## src/hdl/bps_pkg.sv

```systemverilog
// Shared types, codes and limits for the beep pattern sequencer.
package bps_pkg;

	// Request opcodes
	typedef enum logic [1:0] {
		OP_TICK    = 2'd0,
		OP_STOP    = 2'd1,
		OP_TONE    = 2'd2,
		OP_PATTERN = 2'd3
	} op_t;

	// Result codes
	typedef enum logic [1:0] {
		RC_OK        = 2'd0,
		RC_BAD_STATE = 2'd1,
		RC_BAD_ARG   = 2'd2
	} rc_t;

	// Playback phase
	typedef enum logic [1:0] {
		PH_IDLE = 2'd0,
		PH_ON   = 2'd1,
		PH_GAP  = 2'd2
	} phase_t;

	// Register indexes (byte address / 4)
	localparam logic [2:0] REG_ENABLE   = 3'd0;
	localparam logic [2:0] REG_FB_FREQ  = 3'd1;
	localparam logic [2:0] REG_FB_ON    = 3'd2;
	localparam logic [2:0] REG_FB_GAP   = 3'd3;
	localparam logic [2:0] REG_FB_DUTY  = 3'd4;

	localparam int APB_ADDR_W  = 5;
	localparam int APB_DATA_W  = 32;

	// Register reset values
	localparam logic [14:0] FB_FREQ_RST = 15'd2000;
	localparam logic [15:0] FB_ON_RST   = 16'd100;
	localparam logic [15:0] FB_GAP_RST  = 16'd100;
	localparam logic [6:0]  FB_DUTY_RST = 7'd50;

	// Valid ranges
	localparam logic [15:0] FREQ_MIN = 16'd100;
	localparam logic [15:0] FREQ_MAX = 16'd20000;
	localparam logic [15:0] TIME_MIN = 16'd10;
	localparam logic [15:0] TIME_MAX = 16'd60000;
	localparam logic [7:0]  DUTY_MIN = 8'd1;
	localparam logic [7:0]  DUTY_MAX = 8'd90;

	// Divide by 100 as multiply by rounded-up reciprocal; exact for x < 2^35/3200
	localparam int          DIV_SHIFT  = 35;
	localparam int          DIV_MULT_W = 29;
	localparam logic [DIV_MULT_W-1:0] DIV_MULT =
		DIV_MULT_W'((64'd1 << DIV_SHIFT) / 100 + 1);

	localparam int LEVEL_W = 10;

	// Configuration registers
	typedef struct packed {
		logic        enable;
		logic [14:0] fb_freq;
		logic [15:0] fb_on;
		logic [15:0] fb_gap;
		logic [6:0]  fb_duty;
	} cfg_t;

	// Resolved and checked command
	typedef struct packed {
		rc_t         code;
		logic [14:0] freq;
		logic [6:0]  duty;
		logic [15:0] on_time;
		logic [15:0] gap;
		logic [7:0]  cycles;
		logic        repeating;
	} cmd_t;

	// One result
	typedef struct packed {
		rc_t                code;
		logic               sounding;
		logic [14:0]        freq;
		logic [6:0]         duty;
		logic [LEVEL_W-1:0] level;
	} res_t;

endpackage

```

## src/hdl/bps_regs.sv

```systemverilog
// APB configuration registers for the beep pattern sequencer.
module bps_regs (
	input  logic                           clk,
	input  logic                           arst_n,
	input  logic                           psel,
	input  logic                           penable,
	input  logic                           pwrite,
	input  logic [bps_pkg::APB_ADDR_W-1:0] paddr,
	input  logic [bps_pkg::APB_DATA_W-1:0] pwdata,
	output logic [bps_pkg::APB_DATA_W-1:0] prdata,
	output logic                           pready,
	output bps_pkg::cfg_t                  cfg
);
	import bps_pkg::*;

	logic [2:0] idx;
	logic       wr;
	cfg_t       cfg_q;

	assign idx    = paddr[APB_ADDR_W-1:2];
	assign wr     = psel && penable && pwrite;
	assign pready = 1'b1;
	assign cfg    = cfg_q;

	// Register writes
	always_ff @(posedge clk or negedge arst_n) begin
		if (!arst_n) begin
			cfg_q.enable  <= 1'b0;
			cfg_q.fb_freq <= FB_FREQ_RST;
			cfg_q.fb_on   <= FB_ON_RST;
			cfg_q.fb_gap  <= FB_GAP_RST;
			cfg_q.fb_duty <= FB_DUTY_RST;
		end else if (wr) begin
			unique case (idx)
				REG_ENABLE:  cfg_q.enable  <= pwdata[0];
				REG_FB_FREQ: cfg_q.fb_freq <= pwdata[14:0];
				REG_FB_ON:   cfg_q.fb_on   <= pwdata[15:0];
				REG_FB_GAP:  cfg_q.fb_gap  <= pwdata[15:0];
				REG_FB_DUTY: cfg_q.fb_duty <= pwdata[6:0];
				default: ;
			endcase
		end
	end

	// Read mux
	always_comb begin
		unique case (idx)
			REG_ENABLE:  prdata = APB_DATA_W'(cfg_q.enable);
			REG_FB_FREQ: prdata = APB_DATA_W'(cfg_q.fb_freq);
			REG_FB_ON:   prdata = APB_DATA_W'(cfg_q.fb_on);
			REG_FB_GAP:  prdata = APB_DATA_W'(cfg_q.fb_gap);
			REG_FB_DUTY: prdata = APB_DATA_W'(cfg_q.fb_duty);
			default:     prdata = '0;
		endcase
	end

endmodule

```

## src/hdl/bps_cmd.sv

```systemverilog
// Command decode: default substitution, range checks and PWM level.
module bps_cmd #(
	parameter int PWM_BITS = 10
) (
	input  bps_pkg::op_t                 op,
	input  logic [15:0]                  tone_freq,
	input  logic [15:0]                  on_time,
	input  logic [15:0]                  gap_time,
	input  logic [7:0]                   repeats,
	input  logic [7:0]                   duty_percent,
	input  bps_pkg::cfg_t                cfg,
	output bps_pkg::cmd_t                cmd,
	output logic [bps_pkg::LEVEL_W-1:0]  level
);
	import bps_pkg::*;

	localparam int PROD_W = PWM_BITS + 8;
	localparam int MUL_W  = PROD_W + DIV_MULT_W;
	localparam int Q_W    = MUL_W - DIV_SHIFT;

	logic [15:0]       f, on, gap;
	logic [7:0]        d;
	logic              pattern, bad;
	logic [PROD_W-1:0] prod;
	logic [MUL_W-1:0]  mul;
	logic [Q_W-1:0]    q, lvl;

	// Zero freq, time and duty fields take the fallback registers
	assign f   = (tone_freq == '0) ? 16'(cfg.fb_freq) : tone_freq;
	assign on  = (on_time == '0) ? cfg.fb_on : on_time;
	assign gap = (gap_time == '0) ? cfg.fb_gap : gap_time;
	assign d   = (duty_percent == '0) ? 8'(cfg.fb_duty) : duty_percent;

	assign pattern = (op == OP_PATTERN);

	// Range checks
	assign bad = (f < FREQ_MIN) || (f > FREQ_MAX)
		|| (on < TIME_MIN) || (on > TIME_MAX)
		|| (d < DUTY_MIN) || (d > DUTY_MAX)
		|| (pattern && ((repeats == '0) || (gap < TIME_MIN) || (gap > TIME_MAX)));

	// Disabled takes precedence over a bad argument
	assign cmd.code = !cfg.enable ? RC_BAD_STATE : (bad ? RC_BAD_ARG : RC_OK);

	assign cmd.freq      = f[14:0];
	assign cmd.duty      = d[6:0];
	assign cmd.on_time   = on;
	assign cmd.gap       = pattern ? gap : '0;
	assign cmd.cycles    = pattern ? repeats - 8'd1 : '0;
	assign cmd.repeating = pattern;

	// Level = full*d/100, floor of 1, kept to the output width
	assign prod  = (PROD_W'(d) << PWM_BITS) - PROD_W'(d);
	assign mul   = MUL_W'(prod) * MUL_W'(DIV_MULT);
	assign q     = mul[MUL_W-1:DIV_SHIFT];
	assign lvl   = (q == '0) ? Q_W'(1) : q;
	assign level = lvl[LEVEL_W-1:0];

endmodule

```

## src/hdl/bps_seq.sv

```systemverilog
// Playback state machine: phase, countdown and held tone settings.
module bps_seq (
	input  logic                         clk,
	input  logic                         arst_n,
	input  logic                         adv,
	input  bps_pkg::op_t                 op,
	input  bps_pkg::cmd_t                cmd,
	input  logic [bps_pkg::LEVEL_W-1:0]  level,
	input  logic                         enable,
	output bps_pkg::res_t                res
);
	import bps_pkg::*;

	phase_t              phase_q, phase_d;
	logic [15:0]         time_left_q, time_left_d;
	logic [7:0]          cycles_left_q, cycles_left_d;
	logic [14:0]         held_freq_q, held_freq_d;
	logic [6:0]          held_duty_q, held_duty_d;
	logic [15:0]         held_on_q, held_on_d;
	logic [15:0]         held_gap_q, held_gap_d;
	logic                repeating_q, repeating_d;
	logic [LEVEL_W-1:0]  held_level_q, held_level_d;

	// Next state
	always_comb begin
		phase_d       = phase_q;
		time_left_d   = time_left_q;
		cycles_left_d = cycles_left_q;
		held_freq_d   = held_freq_q;
		held_duty_d   = held_duty_q;
		held_on_d     = held_on_q;
		held_gap_d    = held_gap_q;
		repeating_d   = repeating_q;
		held_level_d  = held_level_q;
		unique case (op)
			OP_TICK: begin
				unique case (phase_q)
					PH_ON: begin
						if (time_left_q > 16'd1) begin
							time_left_d = time_left_q - 16'd1;
						end else if (repeating_q && (cycles_left_q != '0)) begin
							phase_d     = PH_GAP;
							time_left_d = held_gap_q;
						end else begin
							phase_d       = PH_IDLE;
							time_left_d   = '0;
							cycles_left_d = '0;
						end
					end
					PH_GAP: begin
						if (time_left_q > 16'd1) begin
							time_left_d = time_left_q - 16'd1;
						end else if (enable) begin
							// next on period
							phase_d       = PH_ON;
							time_left_d   = held_on_q;
							cycles_left_d = cycles_left_q - 8'd1;
						end else begin
							phase_d       = PH_IDLE;
							time_left_d   = '0;
							cycles_left_d = '0;
						end
					end
					default: ;
				endcase
			end
			OP_STOP: begin
				phase_d       = PH_IDLE;
				time_left_d   = '0;
				cycles_left_d = '0;
			end
			OP_TONE, OP_PATTERN: begin
				// rejected commands leave playback alone
				if (cmd.code == RC_OK) begin
					phase_d       = PH_ON;
					time_left_d   = cmd.on_time;
					cycles_left_d = cmd.cycles;
					held_freq_d   = cmd.freq;
					held_duty_d   = cmd.duty;
					held_on_d     = cmd.on_time;
					held_gap_d    = cmd.gap;
					repeating_d   = cmd.repeating;
					held_level_d  = level;
				end
			end
			default: ;
		endcase
	end

	// Result for this request
	always_comb begin
		res.code     = ((op == OP_TONE) || (op == OP_PATTERN)) ? cmd.code : RC_OK;
		res.sounding = (phase_d == PH_ON);
		res.freq     = res.sounding ? held_freq_d : '0;
		res.duty     = res.sounding ? held_duty_d : '0;
		res.level    = res.sounding ? held_level_d : '0;
	end

	// State registers
	always_ff @(posedge clk or negedge arst_n) begin
		if (!arst_n) begin
			phase_q       <= PH_IDLE;
			time_left_q   <= '0;
			cycles_left_q <= '0;
			held_freq_q   <= '0;
			held_duty_q   <= '0;
			held_on_q     <= '0;
			held_gap_q    <= '0;
			repeating_q   <= 1'b0;
			held_level_q  <= '0;
		end else if (adv) begin
			phase_q       <= phase_d;
			time_left_q   <= time_left_d;
			cycles_left_q <= cycles_left_d;
			held_freq_q   <= held_freq_d;
			held_duty_q   <= held_duty_d;
			held_on_q     <= held_on_d;
			held_gap_q    <= held_gap_d;
			repeating_q   <= repeating_d;
			held_level_q  <= held_level_d;
		end
	end

`ifndef SYNTHESIS
	a_reject_keeps_state: assert property (@(posedge clk) disable iff (!arst_n)
		adv && ((op == OP_TONE) || (op == OP_PATTERN)) && (cmd.code != RC_OK)
		|=> $stable(phase_q) && $stable(held_freq_q) && $stable(time_left_q))
		else $error("rejected command changed playback state");

	a_gap_needs_pattern: assert property (@(posedge clk) disable iff (!arst_n)
		(phase_q == PH_GAP) |-> repeating_q)
		else $error("gap phase without a pattern");

	a_active_duty_valid: assert property (@(posedge clk) disable iff (!arst_n)
		(phase_q != PH_IDLE) |-> (held_duty_q != '0) && (held_duty_q <= 7'd90))
		else $error("active playback with unchecked duty");
`endif

endmodule

```

## src/hdl/beep_pattern_sequencer.sv

```systemverilog
// An accepted request waits in the input stage until the result register is free or draining.
// The input stage refills while the result register drains; res_stall holds both stages.
// Throughput: one request per cycle while res_stall is low.
// Each request costs one pass of decode, range check and the divide-by-100 multiplier.
// Reset: arst_n clears the pipeline, playback goes idle, registers take their defaults.
// Buzzer is disabled after reset until the enable register is written.
module beep_pattern_sequencer #(
	parameter int PWM_BITS = 10
) (
	input  logic                           clk,
	input  logic                           arst_n,
	// request channel
	input  logic                           req_valid,
	output logic                           req_stall,
	input  logic [1:0]                     op,
	input  logic [15:0]                    tone_freq,
	input  logic [15:0]                    on_time,
	input  logic [15:0]                    gap_time,
	input  logic [7:0]                     repeats,
	input  logic [7:0]                     duty_percent,
	// result channel
	output logic                           res_valid,
	input  logic                           res_stall,
	output logic [1:0]                     result_code,
	output logic                           sounding,
	output logic [14:0]                    out_freq,
	output logic [6:0]                     out_duty_percent,
	output logic [9:0]                     pwm_level,
	// configuration
	input  logic                           psel,
	input  logic                           penable,
	input  logic                           pwrite,
	input  logic [bps_pkg::APB_ADDR_W-1:0] paddr,
	input  logic [bps_pkg::APB_DATA_W-1:0] pwdata,
	output logic [bps_pkg::APB_DATA_W-1:0] prdata,
	output logic                           pready
);
	import bps_pkg::*;

	logic               valid_s1;
	op_t                op_s1;
	logic [15:0]        freq_s1, on_s1, gap_s1;
	logic [7:0]         rep_s1, duty_s1;
	logic               res_valid_q;
	res_t               res_q;
	logic               accept, adv;
	cfg_t               cfg;
	cmd_t               cmd;
	logic [LEVEL_W-1:0] level;
	res_t               res;

	// Handshake: stage advances when the result register is free or draining
	assign adv       = valid_s1 && (!res_valid_q || !res_stall);
	assign req_stall = valid_s1 && !adv;
	assign accept    = req_valid && !req_stall;

	// Input stage
	always_ff @(posedge clk or negedge arst_n) begin
		if (!arst_n) begin
			valid_s1 <= 1'b0;
		end else if (accept) begin
			valid_s1 <= 1'b1;
		end else if (adv) begin
			valid_s1 <= 1'b0;
		end
	end

	always_ff @(posedge clk) begin
		if (accept) begin
			op_s1   <= op_t'(op);
			freq_s1 <= tone_freq;
			on_s1   <= on_time;
			gap_s1  <= gap_time;
			rep_s1  <= repeats;
			duty_s1 <= duty_percent;
		end
	end

	bps_regs u_regs (
		.clk     (clk),
		.arst_n  (arst_n),
		.psel    (psel),
		.penable (penable),
		.pwrite  (pwrite),
		.paddr   (paddr),
		.pwdata  (pwdata),
		.prdata  (prdata),
		.pready  (pready),
		.cfg     (cfg)
	);

	bps_cmd #(
		.PWM_BITS (PWM_BITS)
	) u_cmd (
		.op           (op_s1),
		.tone_freq    (freq_s1),
		.on_time      (on_s1),
		.gap_time     (gap_s1),
		.repeats      (rep_s1),
		.duty_percent (duty_s1),
		.cfg          (cfg),
		.cmd          (cmd),
		.level        (level)
	);

	bps_seq u_seq (
		.clk    (clk),
		.arst_n (arst_n),
		.adv    (adv),
		.op     (op_s1),
		.cmd    (cmd),
		.level  (level),
		.enable (cfg.enable),
		.res    (res)
	);

	// Result register
	always_ff @(posedge clk or negedge arst_n) begin
		if (!arst_n) begin
			res_valid_q <= 1'b0;
		end else if (adv) begin
			res_valid_q <= 1'b1;
		end else if (!res_stall) begin
			res_valid_q <= 1'b0;
		end
	end

	always_ff @(posedge clk) begin
		if (adv) begin
			res_q <= res;
		end
	end

	assign res_valid        = res_valid_q;
	assign result_code      = res_q.code;
	assign sounding         = res_q.sounding;
	assign out_freq         = res_q.freq;
	assign out_duty_percent = res_q.duty;
	assign pwm_level        = res_q.level;

`ifndef SYNTHESIS
	a_silent_is_zero: assert property (@(posedge clk) disable iff (!arst_n)
		res_valid_q && !res_q.sounding
		|-> (res_q.freq == '0) && (res_q.duty == '0) && (res_q.level == '0))
		else $error("silent result carries tone fields");
`endif

endmodule

```

## config.mk

```make
export PLATFORM = sky130hd
export DESIGN_NAME = beep_pattern_sequencer
export DESIGN_NICKNAME = d
export VERILOG_FILES = /design/src/hdl/bps_pkg.sv /design/src/hdl/bps_regs.sv /design/src/hdl/bps_cmd.sv /design/src/hdl/bps_seq.sv /design/src/hdl/beep_pattern_sequencer.sv
export SDC_FILE = /design/constraint.sdc
export NUM_CORES = 1
export LEC_CHECK = 0
export ABC_AREA = 1
export BUFFER_PORTS_ARGS = -buffer_cell sky130_fd_sc_hd__buf_2
export CAP_MARGIN = 0
export CORE_UTILIZATION = 60
export CTS_BUF_LIST = sky130_fd_sc_hd__clkbuf_8
export DETAILED_ROUTE_END_ITERATION = 10
export PLACE_DENSITY_LB_ADDON = 0.2
export SLEW_MARGIN = 20
export SYNTH_ARGS = -nofsm -noshare
export SYNTH_HDL_FRONTEND = slang
export SYNTH_SLANG_ARGS = --single-unit
```

## constraint.sdc

```tcl
create_clock -name clk -period 24.1 [get_ports clk]
set_input_delay 1.205 -clock clk [delete_from_list [all_inputs] [get_ports clk]]
set_output_delay 1.205 -clock clk [all_outputs]
set_load 0.02 [all_outputs]
```

==> results.sh, run 1 <==
export IMPL_wl_per_cell_microns=18.0
export IMPL_rsz0062_at_grt="false"
export IMPL_ys_seq_elements=249
export IMPL_vias=16500
export IMPL_initial_utilization_pct=61.3
export IMPL_first_global_vias=15800
export IMPL_cts_tree="done"
export IMPL_clk_pin_slew_ps=70
export IMPL_hpwl_microns=43100
export IMPL_setup_ws_ps=14550
export IMPL_cp_max_fo=10
export IMPL_timing_fmax_mhz=105
export IMPL_antenna_cells=0
export IMPL_route_detailed_drc=0
export IMPL_synthFlopType="dfrtp_1"
export IMPL_clkSinkCount=249
export IMPL_routed_wirelength_microns=53900
export IMPL_syn_area_sq_um=20000
export IMPL_post_cts_buffers=0
export IMPL_drive_gt1_share_pct=12.0
export IMPL_crit_top_cell="nand2_1"
export IMPL_htreeDepth=2
export IMPL_startpoint_type="flop"
export IMPL_nets=2950
export IMPL_hp_class="reg -> reg"
export IMPL_endpoint_kind="flop"
export IMPL_dieArea_sq_um=34000
export IMPL_final_cell_mix="510 x nand2_1, 484 x inv_1, 181 x ha_1, 163 x nor2_1, 143 x buf_2"
export IMPL_slew_headroom_pct=29.2
export IMPL_postRouteAntennaNets=0
export IMPL_utilization_pct=67.2
export IMPL_synthCells=2370
export IMPL_syn_area_per_cell_sq_um=8.43
export IMPL_clk_latency_ps=570
export IMPL_io_buffers=144
export IMPL_cts_resized=0
export IMPL_clock_skew_ps=22.8
export IMPL_root_buffer="clkbuf_8"
export IMPL_die_y_microns=185
export IMPL_grt_max_degree=98
export IMPL_maxSlewViolCount=0
export IMPL_yosys_warnings=0
export IMPL_synth_cell_types=58
export IMPL_rows=66
export IMPL_synthToLayoutAreaGrowth_pct=9.68
export IMPL_clock_path_buffers=3
export IMPL_dpl_worst_slack_ps=14780
export IMPL_synth_largest_area_cell="dfrtp_1"
export IMPL_drt_iter0_drc=1528
export IMPL_maxCapViolCount=0
export IMPL_track_usage_pct=32.4
export IMPL_grt_remaining_overflow=0
export IMPL_post_route_period_util_pct=39.6
export IMPL_synthArstFlopShare_pct=59.4
export IMPL_via_per_inst=5.50
export IMPL_antenna_found_initial=0
export IMPL_coreArea_sq_um=32600
export IMPL_dr_pass1_iters=6
export IMPL_worst_path_largest_cell_delay_ps=650
export IMPL_grt_pass1_wl_microns=84000
export IMPL_worst_ep_arrival_time_ps=9970
export IMPL_fillCellCount=2707
export IMPL_cts_made_buffers=41
export IMPL_fin_setup_tns_ps=0
export IMPL_synth_seq_area_share_pct=33.8
export IMPL_yosys_top_cells_area="dfrtp_1 17%, edfxtp_1 15%, fa_1 14%, ha_1 11%, nand2_1 9.6%"
export IMPL_crit_type="reg -> reg"
export IMPL_period_needed_ps=9550
export IMPL_layout_commonest_cell="nand2_1"
export IMPL_critPathRequiredTime_ps=24520
export IMPL_cp_slowest_cell="fa_1"
export IMPL_tightest_slew_ps=1060
export IMPL_netlist_area_leader_share_pct=16.6
export IMPL_outcome="finished, final reports clean"
export IMPL_die_w_microns=185
export IMPL_ctsHoldBuffers=0
export IMPL_num_io_pins=180
export IMPL_finalSetupViolations=0
export IMPL_hold_violations=0
export IMPL_finalWeightedCongestion=1.03
export IMPL_synth_edff_count=101
worst paths after layout:
check / startpoint / to / slack [ps] / cells past startpoint
setup / recovery: duty_s1[7] / pwm_level[0] / 14550 / 36
hold / removal: u_seq.held_freq_q[4] / u_seq.held_freq_q[4] / 470 / 2
setup reg to reg: duty_s1[7] / pwm_level[0] / 14550 / 36
hold reg to reg: u_seq.held_freq_q[4] / u_seq.held_freq_q[4] / 470 / 2
max in group asynchronous: arst_n / u_seq.held_level_q[5] / 22080 / 2
min in group asynchronous: arst_n / u_seq.cycles_left_q[5] / 740 / 1
metrics by stage:
stage	cells	hold WS, ps	area [sq um]
finish	2998	474	21900
floorplan	2385	434	20000
detailed placement	2923	462	21100
CTS	2998	477	21900
global placement	2923	453	21100
global route	2998	501	21900
cell type report:
cell class,count,area (sq um),area share (%)
sequential,249,6760,30.8
clock inverter,24,126,0.576
timing repair buffer,160,847,3.86
clock buffer,51,702,3.20
tap,442,553,2.52
inverter,480,1800,8.23
multi-input combinational,1592,11100,50.8
cell usage after synthesis, types with 4 or more instances:
library cell and number:
a21oi_1 84, a21oi_2 23, a21oi_4 4, a22oi_1 21
a31oi_1 5, buf_2 13, buf_4 23, clkbuf_1 25
dfrtp_1 133, dfstp_2 15, edfxtp_1 101, fa_1 135
ha_1 181, inv_1 469, inv_2 9, nand2_1 510
nand2_2 5, nand3_1 86, nand4_1 18, nor2_1 164
nor2_2 4, nor3_1 29, nor4_1 7, o211ai_1 4
o21ai_0 126, o21ai_1 60, o21bai_1 4, o221ai_1 14
o22ai_1 11, o22ai_2 9, or2_2 8, xnor2_1 7
xor2_1 21
sequential cells by signal (all words and copies together) (netlist names), 2 cells and up:
register and count:
u_regs.cfg 55, freq_s1 16, gap_s1 16, on_s1 16
u_seq.held_gap_q 16, u_seq.held_on_q 16, u_seq.time_left_q 16, out_freq 15
u_seq.held_freq_q 15, pwm_level 10, u_seq.held_level_q 10, duty_s1 8
rep_s1 8, u_seq.cycles_left_q 8, out_duty_percent 7, u_seq.held_duty_q 7
op_s1 2, result_code 2, u_seq.phase_q 2
cell families (layout without fill, tap and decap cells):
kind of cell               Yosys count  in the layout  synth area share [%]
other                                2             17                0.0376
and+or+nand+nor                    846            846                  17.5
xor gates and xnor gates            28             28                  1.23
buffers and inverters              544            715                  10.9
adders and majority gates          316            316                  24.8
DFF                                249            249                  33.8
AOI/OAI and AO/OA                  385            385                  11.7
worst max-delay path, delay by kind of cell, from the launching register on:
| family | cells | cell delay, ps |
|---|---|---|
| DFF | 1 | 490 |
| adders and majority gates | 7 | 3600 |
| buffers and inverters | 6 | 830 |
| and+or+nand+nor | 20 | 3520 |
| AOI/OAI and AO/OA | 3 | 960 |
per-layer routing:
layer	vias up	part of all wire, %	global-route usage [%]
met2	697	47	52.3
met1	7839	43	44.9
li1	7865	-	-
met5	-	0	0
met3	101	7.8	5.79
met4	0	2.4	8.77
Power of run 1 is left out: the tool's default activity adds up to more than one toggle a clock period on the data nets, which glitch-free logic cannot reach.
==> run 2, diff against run 1 <==
--- a/config.mk
+++ b/config.mk
@@ -8,7 +8,7 @@
 export ABC_AREA = 1
 export BUFFER_PORTS_ARGS = -buffer_cell sky130_fd_sc_hd__buf_2
 export CAP_MARGIN = 0
-export CORE_UTILIZATION = 60
+export CORE_UTILIZATION = 57
 export CTS_BUF_LIST = sky130_fd_sc_hd__clkbuf_8
 export DETAILED_ROUTE_END_ITERATION = 10
 export PLACE_DENSITY_LB_ADDON = 0.2
==> constraint.sdc (replaced) <==
create_clock -name clk -period 8 [get_ports clk]
set_input_delay 0.4 -clock clk [delete_from_list [all_inputs] [get_ports clk]]
set_output_delay 0.4 -clock clk [all_outputs]
set_load 0.02 [all_outputs]
==> run 2 against run 1 <==
Highest routed layer unchanged; wire length increased by 8.7%; worst setup slack got worse by 14000 ps; utilization fell by 0.21 points; critical path type unchanged; global-route usage grew 1.3 points; non-clock buffer count up 112; clock-buffer cell count down 4; worst hold slack worse by 420 ps.
==> results.sh, run 2 (same netlist as run 1, synthesis figures left out) <==
export IMPL_clkSinkCount=249
export IMPL_fin_setup_tns_ps=0
export IMPL_cts_tree="done"
export IMPL_slew_headroom_pct=34.9
export IMPL_maxSlewViolCount=0
export IMPL_clk_latency_ps=610
export IMPL_finalSetupViolations=0
export IMPL_period_needed_ps=7590
export IMPL_dr_pass1_iters=6
export IMPL_clk_pin_slew_ps=80
export IMPL_endpoint_kind="flop"
export IMPL_tightest_slew_ps=974
export IMPL_layout_commonest_cell="nand2_1"
export IMPL_wl_per_cell_microns=18.7
export IMPL_multi_input_area_sq_um=11300
export IMPL_routed_wirelength_microns=58600
export IMPL_postRouteAntennaNets=0
export IMPL_post_route_period_util_pct=94.8
export IMPL_grt_pass1_wl_microns=91700
export IMPL_critPathRequiredTime_ps=8470
export IMPL_worst_ep_arrival_time_ps=8050
export IMPL_seq_area_sq_um=6760
export IMPL_synthToLayoutAreaGrowth_pct=15.8
export IMPL_vias=17100
export IMPL_coreArea_sq_um=34500
export IMPL_nets=3064
export IMPL_min_path_cells=3
export IMPL_first_global_vias=17100
export IMPL_final_cell_mix="506 x nand2_1, 479 x inv_1, 180 x ha_1, 156 x nor2_1, 143 x buf_2"
export IMPL_antenna_found_initial=0
export IMPL_hpwl_microns=45200
export IMPL_outcome="finished, final reports clean"
export IMPL_cts_made_buffers=43
export IMPL_crit_type="reg -> reg"
export IMPL_worst_path_largest_cell_delay_ps=560
export IMPL_worstSetupStartpoint="duty_s1[0]"
export IMPL_rr_worst_depth=39
export IMPL_clock_skew_ps=40.4
export IMPL_grt_remaining_overflow=0
export IMPL_drt_iter0_drc=1309
export IMPL_route_detailed_drc=0
export IMPL_r2r_start="duty_s1[0]"
export IMPL_timing_fmax_mhz=132
export IMPL_initial_utilization_pct=57.9
export IMPL_via_per_inst=5.47
export IMPL_cp_slowest_cell="fa_1"
export IMPL_track_usage_pct=33.7
export IMPL_fillCellCount=2891
export IMPL_finalWeightedCongestion=0.984
export IMPL_clock_path_buffers=3
export IMPL_num_io_pins=180
export IMPL_root_buffer="clkbuf_8"
export IMPL_cp_max_fo=5
export IMPL_rsz0062_at_grt="false"
export IMPL_htreeDepth=2
export IMPL_maxCapViolCount=0
export IMPL_grt_max_degree=99
export IMPL_startpoint_type="flop"
export IMPL_hold_violations=0
export IMPL_die_w_microns=189
export IMPL_dieArea_sq_um=35800
export IMPL_largest_register_ffs=55
export IMPL_hp_class="in -> reg"
export IMPL_die_y_microns=189
export IMPL_antenna_cells=0
export IMPL_io_buffers=144
export IMPL_min_from="req_valid"
export IMPL_drive_gt1_share_pct=14.2
export IMPL_rrSetupSlack_ps=410
export IMPL_rows=68
-- run 2: changes by cell type in the layout (fill, tap and decap cells not counted), sizes merged --
cell         before  now
buf             160  205
bufinv            1    4
clkbuf           51   47
clkinv            7   18
clkinvlp          0    1
dlygate4sd3       0   67
inv             496  489
-- run 2: critical path: cells and delay by family, from the launching register on --
family	cells	cell delay, ps
buffers and inverters	7	600
XOR/XNOR	1	260
AND/OR/NAND/NOR	22	2610
AO/OA/AOI/OAI	1	200
flip-flops	1	390
adder cells (fa/ha/maj)	8	3370
-- run 2: through the flow --
| step | setup slack [ps] | util, % | cells | hold slack [ps] | instance area [sq um] |
|---|---|---|---|---|---|
| after floorplan | 382 | - | 2385 | 104 | 20000 |
| after global placement | 309 | 61.9 | 2971 | 453 | 21400 |
| after detailed placement | 77.8 | 61.9 | 2971 | 459 | 21400 |
| after CTS | 36.9 | 66.4 | 3117 | 0.383 | 22900 |
| after global routing | 9.97 | 67.0 | 3127 | 47.1 | 23100 |
| final | 413 | 67.0 | 3127 | 52.0 | 23100 |
-- run 2: final cells by class --
cell class                      instances  area share (%)
Multi-Input combinational cell       1592            48.7
Sequential cell                       249            29.2
Timing Repair Buffer                  272            8.02
Inverter                              480            7.80
Clock buffer                           47            2.79
Tap cell                              455            2.46
Clock inverter                         32            1.08
-- run 2: final timing paths --
path	end
max	pwm_level[0]
min	valid_s1
max reg2reg	pwm_level[0]
min reg2reg	u_seq.held_freq_q[4]
max in group asynchronous	u_seq.held_level_q[0]
min in group asynchronous	u_seq.cycles_left_q[3]
-- run 2: metal layers --
layer	vias up	GRT usage (%)	wire length (microns)
met2	661	54.1	27400
met3	108	6.73	4410
met1	8221	45.6	24900
met4	0	11.7	1860
li1	8107	-	-
met5	-	0	0
-- run 2: what timing repair did --
item	CTS	global route
resized for setup	0	30
endpoints found under the setup margin	0	17
setup buffers	0	10
endpoints found under the hold margin	154	0
hold buffers	67	0
Power of run 2 is left out for the same reason.
